--- config.mk ---
export PLATFORM = sky130hd
export DESIGN_NAME = tcw_ctrl
export DESIGN_NICKNAME = d
export VERILOG_FILES = /design/src/hw/rtl/tcw_pkg.sv /design/src/hw/rtl/tcw_ctrl.sv
export SDC_FILE = /design/constraint.sdc
export NUM_CORES = 1
export LEC_CHECK = 0
export BUFFER_PORTS_ARGS = -buffer_cell sky130_fd_sc_hd__buf_2
export CORE_MARGIN = 2
export CORE_UTILIZATION = 35
export DETAILED_ROUTE_END_ITERATION = 6
export SLEW_MARGIN = 20
export SYNTH_ARGS = -nofsm -noshare
export SYNTH_HDL_FRONTEND = slang
export SYNTH_SLANG_ARGS = --single-unit
--- constraint.sdc ---
create_clock -name clock -period 9.05 [get_ports clock]
set_input_delay 0.905 -clock clock [delete_from_list [all_inputs] [get_ports clock]]
set_output_delay 0.905 -clock clock [all_outputs]
set_load 0.01 [all_outputs]
--- src/hw/rtl/tcw_pkg.sv ---
// tcw_pkg: shared types and constants for the text console writer
// transfer payload structs, command and character codes, sequencer states
// no dependencies
package tcw_pkg;

   // default screen geometry
   localparam int DEF_COLUMNS = 80;
   localparam int DEF_ROWS    = 24;

   // field widths of the transfers
   localparam int COMMAND_W     = 2;
   localparam int CHAR_W        = 8;
   localparam int COLUMN_W      = 7;
   localparam int ROW_W         = 5;
   localparam int CURSOR_CELL_W = 11;

   // command codes
   localparam logic [COMMAND_W-1:0] CMD_PUT_CHAR   = 2'd0;
   localparam logic [COMMAND_W-1:0] CMD_SET_CURSOR = 2'd1;
   localparam logic [COMMAND_W-1:0] CMD_READ_CELL  = 2'd2;

   // character codes
   localparam logic [CHAR_W-1:0] CHAR_LF       = 8'd10;
   localparam logic [CHAR_W-1:0] CHAR_CR       = 8'd13;
   localparam logic [CHAR_W-1:0] CHAR_BLANK    = 8'h20;
   localparam logic [CHAR_W-1:0] CHAR_PRINT_LO = 8'd32;
   localparam logic [CHAR_W-1:0] CHAR_PRINT_HI = 8'd127;

   typedef struct packed {
      logic [COMMAND_W-1:0] command;
      logic [CHAR_W-1:0]    char_code;
      logic [COLUMN_W-1:0]  column;
      logic [ROW_W-1:0]     row;
   } req_type;

   typedef struct packed {
      logic [CHAR_W-1:0]        read_char;
      logic [CURSOR_CELL_W-1:0] cursor_cell;
   } rsp_type;

   typedef enum logic [2:0] {
      ST_IDLE,
      ST_SCROLL,
      ST_BLANK,
      ST_APPLY,
      ST_NORM,
      ST_READ,
      ST_FINISH
   } state_type;

endpackage

--- src/hw/rtl/tcw_ctrl.sv ---
// tcw_ctrl: command sequencer, cursor state and store walks (scroll, blank, clear)
// depends on tcw_pkg; drives the ports of tcw_mem
module tcw_ctrl #(
   parameter  int COLUMNS = tcw_pkg::DEF_COLUMNS,
   parameter  int ROWS    = tcw_pkg::DEF_ROWS,
   localparam int CELLS   = COLUMNS * ROWS,
   localparam int ADDR_W  = $clog2(CELLS)
) (
   input  logic                       clock,
   input  logic                       reset,
   input  logic                       req_valid,
   input  tcw_pkg::req_type           req_data,
   output logic                       req_stall,
   output logic                       res_valid,
   output tcw_pkg::rsp_type           res_data,
   input  logic                       res_ack,
   output logic                       mem_wr_en,
   output logic [ADDR_W-1:0]          mem_wr_addr,
   output logic [tcw_pkg::CHAR_W-1:0] mem_wr_data,
   output logic                       mem_rd_en,
   output logic [ADDR_W-1:0]          mem_rd_addr,
   input  logic [tcw_pkg::CHAR_W-1:0] mem_rd_data
);

   // largest set-cursor sum and largest cursor after a line feed
   localparam int SetMax    = (2**tcw_pkg::ROW_W - 1) * COLUMNS + 2**tcw_pkg::COLUMN_W - 1;
   localparam int CursorMax = CELLS + COLUMNS - 1;
   localparam int IDX_W     = $clog2((SetMax > CursorMax ? SetMax : CursorMax) + 1);
   localparam int COL_W     = $clog2(COLUMNS + 2**tcw_pkg::COLUMN_W);
   localparam int RROW_W    = $clog2(ROWS + 2**tcw_pkg::ROW_W);

   tcw_pkg::state_type         state_ff, state_in;
   tcw_pkg::state_type         ret_ff, ret_in;
   tcw_pkg::req_type           cmd_ff, cmd_in;
   logic [IDX_W-1:0]           idx_ff, idx_in;
   logic [COL_W-1:0]           col_ff, col_in;
   logic [IDX_W-1:0]           ptr_ff, ptr_in;
   logic [IDX_W-1:0]           end_ff, end_in;
   logic                       copy_pend_ff, copy_pend_in;
   logic [ADDR_W-1:0]          wr_ptr_ff, wr_ptr_in;
   logic [tcw_pkg::CHAR_W-1:0] res_char_ff, res_char_in;

   logic [IDX_W-1:0]           req_sum;
   logic                       req_in_range;
   logic [IDX_W-1:0]           lf_idx;
   logic [tcw_pkg::CHAR_W-1:0] ch;

   assign req_sum = IDX_W'(req_data.row) * IDX_W'(COLUMNS) + IDX_W'(req_data.column);
   assign req_in_range = (COL_W'(req_data.column) < COL_W'(COLUMNS))
                         && (RROW_W'(req_data.row) < RROW_W'(ROWS));
   assign lf_idx = idx_ff + IDX_W'(COLUMNS);
   assign ch     = cmd_ff.char_code;

   always_ff @(posedge clock) begin
      if (reset) begin
         state_ff     <= tcw_pkg::ST_BLANK;
         ret_ff       <= tcw_pkg::ST_IDLE;
         ptr_ff       <= '0;
         end_ff       <= IDX_W'(CELLS);
         idx_ff       <= IDX_W'(CELLS);
         col_ff       <= '0;
         copy_pend_ff <= 1'b0;
      end else begin
         state_ff     <= state_in;
         ret_ff       <= ret_in;
         ptr_ff       <= ptr_in;
         end_ff       <= end_in;
         idx_ff       <= idx_in;
         col_ff       <= col_in;
         copy_pend_ff <= copy_pend_in;
      end
   end

   always_ff @(posedge clock) begin
      cmd_ff      <= cmd_in;
      wr_ptr_ff   <= wr_ptr_in;
      res_char_ff <= res_char_in;
   end

   always_comb begin
      state_in     = state_ff;
      ret_in       = ret_ff;
      cmd_in       = cmd_ff;
      idx_in       = idx_ff;
      col_in       = col_ff;
      ptr_in       = ptr_ff;
      end_in       = end_ff;
      copy_pend_in = copy_pend_ff;
      wr_ptr_in    = wr_ptr_ff;
      res_char_in  = res_char_ff;
      req_stall    = 1'b1;
      res_valid    = 1'b0;
      mem_wr_en    = 1'b0;
      mem_wr_addr  = ADDR_W'(ptr_ff);
      mem_wr_data  = tcw_pkg::CHAR_BLANK;
      mem_rd_en    = 1'b0;
      mem_rd_addr  = ADDR_W'(ptr_ff);

      unique case (state_ff)
         tcw_pkg::ST_IDLE: begin
            req_stall = 1'b0;
            if (req_valid) begin
               cmd_in      = req_data;
               res_char_in = '0;
               unique case (req_data.command)
                  tcw_pkg::CMD_PUT_CHAR: begin
                     if (idx_ff >= IDX_W'(CELLS)) begin
                        state_in     = tcw_pkg::ST_SCROLL;
                        ptr_in       = IDX_W'(COLUMNS);
                        copy_pend_in = 1'b0;
                     end else begin
                        state_in = tcw_pkg::ST_APPLY;
                     end
                  end
                  tcw_pkg::CMD_SET_CURSOR: begin
                     if (req_sum >= IDX_W'(CELLS)) begin
                        idx_in   = IDX_W'(CELLS);
                        col_in   = '0;
                        state_in = tcw_pkg::ST_FINISH;
                     end else begin
                        idx_in   = req_sum;
                        col_in   = COL_W'(req_data.column);
                        state_in = tcw_pkg::ST_NORM;
                     end
                  end
                  tcw_pkg::CMD_READ_CELL: begin
                     if (req_in_range) begin
                        mem_rd_en   = 1'b1;
                        mem_rd_addr = ADDR_W'(req_sum);
                        state_in    = tcw_pkg::ST_READ;
                     end else begin
                        state_in = tcw_pkg::ST_FINISH;
                     end
                  end
                  default: begin
                     state_in = tcw_pkg::ST_FINISH;
                  end
               endcase
            end
         end

         tcw_pkg::ST_SCROLL: begin
            // read cell i, write it back one row up in the following cycle
            if (ptr_ff < IDX_W'(CELLS)) begin
               mem_rd_en    = 1'b1;
               mem_rd_addr  = ADDR_W'(ptr_ff);
               ptr_in       = ptr_ff + IDX_W'(1);
               copy_pend_in = 1'b1;
               wr_ptr_in    = ADDR_W'(ptr_ff - IDX_W'(COLUMNS));
            end else begin
               copy_pend_in = 1'b0;
            end
            if (copy_pend_ff) begin
               mem_wr_en   = 1'b1;
               mem_wr_addr = wr_ptr_ff;
               mem_wr_data = mem_rd_data;
            end
            if ((ptr_ff >= IDX_W'(CELLS)) && !copy_pend_ff) begin
               state_in = tcw_pkg::ST_BLANK;
               ptr_in   = IDX_W'(CELLS - COLUMNS);
               end_in   = IDX_W'(CELLS);
               ret_in   = tcw_pkg::ST_APPLY;
               idx_in   = IDX_W'(CELLS - COLUMNS);
               col_in   = '0;
            end
         end

         tcw_pkg::ST_BLANK: begin
            if (ptr_ff < end_ff) begin
               mem_wr_en   = 1'b1;
               mem_wr_addr = ADDR_W'(ptr_ff);
               ptr_in      = ptr_ff + IDX_W'(1);
            end else begin
               state_in = ret_ff;
            end
         end

         tcw_pkg::ST_APPLY: begin
            state_in = tcw_pkg::ST_FINISH;
            priority if ((ch >= tcw_pkg::CHAR_PRINT_LO) && (ch <= tcw_pkg::CHAR_PRINT_HI)) begin
               mem_wr_en   = 1'b1;
               mem_wr_addr = ADDR_W'(idx_ff);
               mem_wr_data = ch;
               idx_in      = idx_ff + IDX_W'(1);
               col_in      = (col_ff == COL_W'(COLUMNS - 1)) ? '0 : col_ff + COL_W'(1);
            end else if (ch == tcw_pkg::CHAR_CR) begin
               idx_in = idx_ff - IDX_W'(col_ff);
               col_in = '0;
            end else if (ch == tcw_pkg::CHAR_LF) begin
               idx_in = lf_idx;
               if (lf_idx < IDX_W'(CELLS)) begin
                  // blank from the cursor to the end of the new row
                  ptr_in   = lf_idx;
                  end_in   = lf_idx + IDX_W'(COLUMNS) - IDX_W'(col_ff);
                  ret_in   = tcw_pkg::ST_FINISH;
                  state_in = tcw_pkg::ST_BLANK;
               end
            end else begin
               state_in = tcw_pkg::ST_FINISH;
            end
         end

         tcw_pkg::ST_NORM: begin
            if (col_ff >= COL_W'(COLUMNS)) begin
               col_in = col_ff - COL_W'(COLUMNS);
            end else begin
               state_in = tcw_pkg::ST_FINISH;
            end
         end

         tcw_pkg::ST_READ: begin
            res_char_in = mem_rd_data;
            state_in    = tcw_pkg::ST_FINISH;
         end

         tcw_pkg::ST_FINISH: begin
            res_valid = 1'b1;
            if (res_ack) begin
               state_in = tcw_pkg::ST_IDLE;
            end
         end

         default: begin
            state_in = tcw_pkg::ST_IDLE;
         end
      endcase
   end

   always_comb begin
      res_data.read_char   = res_char_ff;
      res_data.cursor_cell = tcw_pkg::CURSOR_CELL_W'(idx_ff);
   end

endmodule

Yosys cells after proc, flatten, opt, wreduce, memory -nomap -nowiden

Index checks and enable logic that the tools add are counted.

Flip-flop bits (word level): 78
Bits in latches: 0
Memory bits (writable): 0
Bits in read-only memories: 0
Input port bits: 34
Output and inout port bits: 53
Word-level logic and storage cells: 162
Memories kept: 0

Add/sub/neg operators: 10
Multipliers: 1
Div/mod/pow operators: 0
Magnitude comparators: 11
Eq/ne operators: 28
Shift operators: 0
Multiplexer cells: 81
Bitwise operators: 0
Reductions and logical operators: 21

Operator list:

| kind                  | count |
|---|---|
| $mux 12               | 22 |
| $mux 8                | 10 |
| $mux 11               | 6 |
| $pmux 12 s4           | 1 |
| $mux 3                | 14 |
| $ge 12x11->1 const B  | 3 |
| $pmux 12 s3           | 1 |
| $pmux 8 s2            | 2 |
| $pmux 8 s4            | 1 |
| $add 12x1->12 const B | 2 |
| $add 12x7->12 const B | 2 |
| $lt 12x11->1 const B  | 2 |
| $ne 2x2->1 const B    | 12 |
| $pmux 12 s2           | 1 |
| $sub 12x8->12         | 2 |
| $pmux 11 s2           | 1 |
| $pmux 3 s7            | 1 |
| $eq 8x4->1 const B    | 2 |
| $add 12x7->12         | 1 |
| $lt 12x12->1          | 1 |
| $mux 1                | 12 |
| $reduce_and 6->1      | 2 |
| $sub 11x7->11 const B | 1 |
| $reduce_and 10->1     | 1 |
| 33 further kinds      | 49 |

Depth between registers and ports, before layout

Gate-level depths: netlist of run 1.

Depth after elaboration: 8
Depth in mapped cells: 13
Depth with buffers taken out: 12

Least setup slack after synthesis of run 1

Ideal clock, no wire load.

Kind: input to output
From: input req_data[1] (netlist name)
To: output mem_rd_addr[10]
Arrival time: 3.100 ns
Path slack: 5.045 ns
Stages: 8
Cell sequence: ha_1 ha_1 fa_1 xor2_1 or3b_2 xnor2_1 nor2_1 a21oi_1

Cells in the longest elaborated chain, start to end: 6
Elaborated cells on any way between the ends: 8
Classes of those cells: add/sub: 1; mul: 1; order compare: 1; mux: 4; reduce/logical: 1

Ends and longest elaborated chain:

| what                                                      | RTL line                       | source |
|---|---|---|
| from (decl)                                               | tcw_ctrl.sv:12                 | `input tcw_pkg::req_type req_data,` |
| $mul 5x3->8 / $lt 5x5->1 (equally long branches)          | tcw_ctrl.sv:48, tcw_ctrl.sv:50 |  |
| $add 12x7->12 / $logic_and 1x1->1 (equally long branches) | tcw_ctrl.sv:48, tcw_ctrl.sv:50 |  |
| $mux 11 (*)                                               | tcw_ctrl.sv:127                | `if (req_in_range) begin` |
| $mux 11 (*)                                               | tcw_ctrl.sv:105                | `unique case (req_data.command)` |
| $mux 11 (*)                                               | tcw_ctrl.sv:102                | `if (req_valid) begin` |
| $mux 11 (*)                                               | n/a                            |  |
| to (decl)                                                 | tcw_ctrl.sv:21                 | `output logic [ADDR_W-1:0] mem_rd_addr,` |

Mark *: on every way between the ends. The rest lies on a longest branch, timed or not.

Final worst setup path of run 1

Ends and elaborated chain as after synthesis.

==> results of run 1 <==
==> cell usage in the layout, fill, tap and decap left out, types with 8 or more instances in the layout <==
cell type and n:
a22oi_1 11, or3_1 10, nand2_1 51, clkbuf_16 9, a31oi_1 19, o21ai_0 53, edfxtp_1 27, buf_2 86
nand4_1 16, a211oi_1 29, ha_1 58, o22ai_1 8, nand3b_1 8, a21oi_1 40, a21o_1 8, mux2_2 9
nor2_1 52, nor3_1 23, xor2_1 10, buf_4 8, inv_1 75, dfxtp_1 51, nand3_1 27, and3_1 17
nand2b_1 11, a222oi_1 10, xnor2_1 33
==> registers in the layout, summed over array words and instances, names as in the netlist <==
signal and flops:
copy_pend_ff 1, res_char_ff 8, ptr_ff 12, end_ff 12, col_ff 8, ch 8
idx_ff 12, wr_ptr_ff 11, state_ff 3, ret_ff 3
==> stage by stage <==
step           worst slack [ps]  total power, mW  utilization  hold slack, ps  instance area (um2)
3_3_place_gp               4690            0.458        0.384             441                 7480
2_1_floorplan              5050            0.427            -             427                 6940
6_report                   4620            0.861        0.401             452                 7810
5_1_grt                    4450            0.888        0.401             464                 7810
3_5_place_dp               4630            0.459        0.384             446                 7480
4_1_cts                    4630            0.866        0.401             454                 7810
==> area by class of cell <==
cell class / count / area share
repair buffers: 94 / 0.0628
clock buffers: 9 / 0.0288
inverters: 75 / 0.0361
flip-flops and latches: 78 / 0.235
well taps: 265 / 0.0425
multi-input cells: 632 / 0.582
clock inverters: 7 / 0.0133
==> worst min-delay path by stage <==
stage	from	endpoint	slack, ps
6_report	end_ff[5]$_SDFFE_PP0P_	end_ff[5]$_SDFFE_PP0P_	450
5_1_grt	end_ff[5]$_SDFFE_PP0P_	end_ff[5]$_SDFFE_PP0P_	460
4_1_cts	end_ff[5]$_SDFFE_PP0P_	end_ff[5]$_SDFFE_PP0P_	450
3_5_place_dp	end_ff[5]$_SDFFE_PP0P_	end_ff[5]$_SDFFE_PP0P_	450
3_3_place_gp	end_ff[0]$_SDFFE_PP0P_	end_ff[0]$_SDFFE_PP0P_	440
2_1_floorplan	end_ff[0]$_SDFFE_PP0P_	end_ff[0]$_SDFFE_PP0P_	430
==> cells by family (layout without fill, tap and decap cells) <==
family / after synthesis / in the layout / synth area share
compound gates: 257 / 257 / 0.262
simple gates: 255 / 255 / 0.194
fa+ha+maj: 65 / 65 / 0.125
xor+xnor: 43 / 43 / 0.0543
flops: 78 / 78 / 0.264
mux: 12 / 12 / 0.0189
buf+inv: 136 / 185 / 0.0824
==> layer usage <==
layer | share of wire | vias up | track usage
met1 | 0.45 | 3215 | 0.314
met4 | 0.030 | 0 | 0.0818
met2 | 0.43 | 338 | 0.340
met3 | 0.094 | 54 | 0.0546
met5 | 0 | - | 0
li1 | - | 3230 | -
==> worst max-delay path, cell delays in order <==
cell and delay [ps]:
buf_2 130, ha_1 290, ha_1 230, fa_1 400, xor2_1 520, or3b_2 540, xnor2_1 150, nor2_1 50
a21oi_1 140, buf_2 160
==> power by group <==
part	total [mW]	switching [mW]	internal [mW]	leakage, nW
sequential	0.366	0.00365	0.362	0.665
clock	0.409	0.164	0.245	0.155
combinational	0.0862	0.0510	0.0352	2.39
==> cell usage after synthesis, types with 11 or more instances <==
cell type / count
a211oi_1: 29
a21oi_1: 40
a22oi_1: 11
a31oi_1: 19
and3_1: 17
buf_4: 12
clkbuf_1: 39
dfxtp_1: 51
edfxtp_1: 27
ha_1: 58
inv_1: 75
nand2_1: 51
nand2b_1: 11
nand3_1: 27
nand4_1: 16
nor2_1: 52
nor3_1: 23
o21ai_0: 53
xnor2_1: 33
==> results.json, run 1 <==
{
  "seq_area_mm2": 0.00183,
  "cts.sinks": 78,
  "grt_pass1_vias": 6365,
  "die_area_mm2": 0.0210,
  "drc": 1,
  "synth_warnings": 0,
  "slew_headroom": 0.222,
  "antennaDiodeCount": 0,
  "dpl.hpwl_mm": 17.5,
  "crit_start": "req_data[1]",
  "drive_above_1_share": 0.146,
  "synth_top_flop_cell": "dfxtp_1",
  "grt_max_degree": 43,
  "vdd_ir_drop_max_v": 0.0000897,
  "coreArea_mm2": 0.0195,
  "status": "complete, but fails checks",
  "dieHeight_um": 145,
  "wl_per_cell_um": 19.9,
  "multiInputGateArea_mm2": 0.00454,
  "vias": 6837,
  "port_buffers": 86,
  "cap_viol_max_count": 0,
  "synth_seq_cells": 78,
  "ys_seq_area_frac": 0.264,
  "syn_area_mm2": 0.00694,
  "dpl.cell_count": 1144,
  "synth_enable_flop_cells": 27,
  "die_w_um": 145,
  "power.density_mw_per_mm2": 110,
  "synth_top_area_cell": "dfxtp_1",
  "drtIter0Drc": 761,
  "syn_avg_cell_area_um2": 8.21,
  "period_share": 0.490,
  "async_flop_share": 0,
  "start_util": 0.357,
  "critPathArrivalTime_ps": 3530,
  "stdcell_count": 1160,
  "leakagePower_nw": 3.21,
  "violations": "design-rule violations",
  "synth_area_leaders": "dfxtp_1 (15%), edfxtp_1 (12%), ha_1 (10%), xnor2_1 (4.2%), inv_1 (4.1%)",
  "num_rows": 51,
  "clkSlewWorstSetupHoldPaths_ps": 60,
  "worst_ep_required_time_ps": 8150,
  "drt_wl_total_mm": 23.1,
  "detail-route-antenna-nets": 0,
  "clkLatencyLatePin_ps": 360,
  "cts-root-buf": "clkbuf_16",
  "min_period_ps": 4430,
  "area_delta_synth_final_pct": 12.5,
  "rr_worst_depth": 10,
  "start_kind": "primary input",
  "hp-class": "flop to flop",
  "r2r_end": "ptr_ff[3]$_SDFFE_PP0P_",
  "whs_path_depth": 2,
  "critPathCaptureType": "output port",
  "nets": 989,
  "tns_ps": 0,
  "rsz0062_at_grt": "false",
  "cts_tree": "done",
  "timing.fmax_mhz": 225,
  "critPathCapture": "mem_rd_addr[10]",
  "skew_ps": 5.80,
  "io_pins": 87,
  "drv_slew": 0,
  "synth_top_area_frac": 0.147,
  "finalHoldViolCount": 0,
  "r2r-start": "idx_ff[4]$_SDFFE_PP0P_",
  "ys_types": 75,
  "cts_setup_buffers": 0,
  "cts_max_path_buffers": 2,
  "r2r_slack_ps": 4850,
  "crit_fanout": 8,
  "grt_overflow": 0,
  "hold_buffers": 0,
  "syn_inst": 846,
  "fill_cells": 1994,
  "tightest_slew_ps": 1150,
  "cts_resized": 0,
  "grt_pass1_wl_mm": 36.0,
  "crit_type": "primary input to output port",
  "finalSetupViolCount": 0,
  "routabilityCongestion": 1.00,
  "grt_use_total": 0.226,
  "numCtsBuffers": 9,
  "viasPerCell": 5.89,
  "first_pass_iters": 7,
  "antenna_found_initial": 0,
  "htree_levels": 3,
  "synth_nets": 945
}
No activity file was read; power rests on OpenSTA's default activity.
==> run 2: changes to the inputs <==
Clock period 9.05 ns to 4.1 ns, I/O delays scaled along.
==> run 2 against run 1 <==
Compared with the run above:
- the flow now finishes without violations
- die area did not move
- non-clock buffer count rose by 24
- first-iteration DRC count rose by 0.79%
- sequential cell count did not move
- hold slack got worse by 230 ps
- cell area rose by 2.0%
- cell count rose by 2.2%
- largest cell class unchanged
- largest power group unchanged
==> results.json, run 2 (synthesis results as in run 1) <==
{
  "status": "finished clean",
  "grt_use_total": 0.235,
  "area_delta_synth_final_pct": 14.8,
  "vdd_ir_drop_max_v": 0.000185,
  "start_util": 0.357,
  "worst_ep_required_time_ps": 4350,
  "num_rows": 51,
  "viasPerCell": 5.90,
  "hold_ws_ps": 227,
  "port_buffers": 86,
  "drv_slew": 0,
  "crit_fanout": 13,
  "tightest_slew_ps": 1010,
  "die_area_mm2": 0.0210,
  "grt_overflow": 0,
  "cpMostUsedCell": "nand3_1",
  "drt_wl_total_mm": 24.2,
  "timing.fmax_mhz": 285,
  "vias": 6989,
  "final_common_cell": "buf_2",
  "dpl.hpwl_mm": 18.4,
  "cts_max_path_buffers": 2,
  "start_kind": "flop",
  "critPathArrivalTime_ps": 3760,
  "rsz0062_at_grt": "false",
  "routabilityCongestion": 0.975,
  "cts_resized": 0,
  "cts.sinks": 78,
  "nets": 1013,
  "htree_levels": 3,
  "clkSlewWorstSetupHoldPaths_ps": 70,
  "drc": 0,
  "crit_slowest_cell": "a21oi_1",
  "critPathCaptureType": "flop",
  "coreArea_mm2": 0.0195,
  "dieHeight_um": 145,
  "hold_buffers": 0,
  "die_w_um": 145,
  "path_buf_inv": 1,
  "min_period_ps": 3510,
  "drive_above_1_share": 0.169,
  "finalHoldViolCount": 0,
  "leakagePower_nw": 3.33,
  "tns_ps": 0,
  "io_pins": 87,
  "cts_setup_buffers": 0,
  "power.density_mw_per_mm2": 233,
  "period_share": 0.857,
  "cts-root-buf": "clkbuf_16",
  "finalSetupViolCount": 0,
  "skew_ps": 12.0,
  "clkLatencyLatePin_ps": 360,
  "cap_viol_max_count": 0,
  "critical_path.top_delay_family": "compound AO/OA/AOI/OAI gates",
  "max_stage_delay_ps": 570,
  "antenna_found_initial": 0,
  "grt_pass1_vias": 6567,
  "crit_type": "flop to flop",
  "path_cells": "a21oi_1 -> nor2_1 -> xnor2_1 -> inv_1 -> ha_1 -> nand3_1 -> mux2i_1 -> o41ai_2 -> nand3_1 -> a21o_1 -> mux2_2",
  "first_pass_iters": 7,
  "grt_max_degree": 42,
  "hp-class": "primary input to flop",
  "slew_headroom": 0.327,
  "numCtsBuffers": 9,
  "top_regs": "end_ff x12, idx_ff x12, ptr_ff x12",
  "wl_per_cell_um": 20.4,
  "detail-route-antenna-nets": 0,
  "drtIter0Drc": 767,
  "grt_pass1_wl_mm": 37.4,
  "final_cell_mix": "buf_2 (86), inv_1 (75), ha_1 (58)",
  "cts_tree": "done"
}
[run 2: cell types whose count changed in the layout (fill, tap and decap cells not counted), sizes merged]
cell      previous run  this run
bufinv               2         1
buf                 94       118
clkinvlp             2         1
diode                0         1
clkinv               0         2
[run 2: worst register-to-register path, stage by stage (launching register included)]
cell,delay [ps]
dfxtp_1,450
a21oi_1,570
nor2_1,140
xnor2_1,390
inv_1,140
ha_1,240
nand3_1,80
mux2i_1,140
o41ai_2,400
nand3_1,180
a21o_1,350
mux2_2,340
[run 2: through the flow]
step	instance area (um2)	utilization	setup WS, ps	total power [mW]	cells
floorplan	6940	-	1090	0.943	846
global placement	7660	0.394	788	1.02	1168
detailed placement	7660	0.394	690	1.02	1168
CTS	7960	0.409	682	1.86	1184
global route	7960	0.409	445	1.91	1184
finish	7970	0.409	586	1.85	1185
[run 2: worst paths after layout]
path	start	endpoint	slack [ps]	cells after the start
setup reg to reg	idx_ff[6]$_SDFFE_PP0P_	ptr_ff[4]$_SDFFE_PP0P_	590	11
hold reg to reg	end_ff[5]$_SDFFE_PP0P_	end_ff[5]$_SDFFE_PP0P_	450	2
setup / recovery	idx_ff[6]$_SDFFE_PP0P_	ptr_ff[4]$_SDFFE_PP0P_	590	11
hold / removal	req_data[13]	ch[1]$_DFFE_PP_	230	1
[run 2: final cells by class]
type | count | area [um2]
antenna | 1 | 2.50
sequential | 78 | 1830
multi-input combinational | 632 | 4540
fill | 2010 | 11500
clock buffer | 9 | 225
tap | 265 | 332
inverter | 75 | 282
clock inverter | 7 | 80.1
timing repair buffer | 118 | 671
[run 2: per-layer routing]
metal / GRT usage / vias up / part of all wire
li1: - / 3285 / -
met1: 0.326 / 3306 / 0.45
met2: 0.352 / 347 / 0.43
met3: 0.0556 / 51 / 0.096
met4: 0.0899 / 0 / 0.030
met5: 0 / - / 0
[run 2: where the power goes]
group          switching (mW)  internal (mW)  total [mW]
registers             0.00382          0.799       0.802
logic                   0.121         0.0805       0.201
clock network           0.370          0.480       0.851
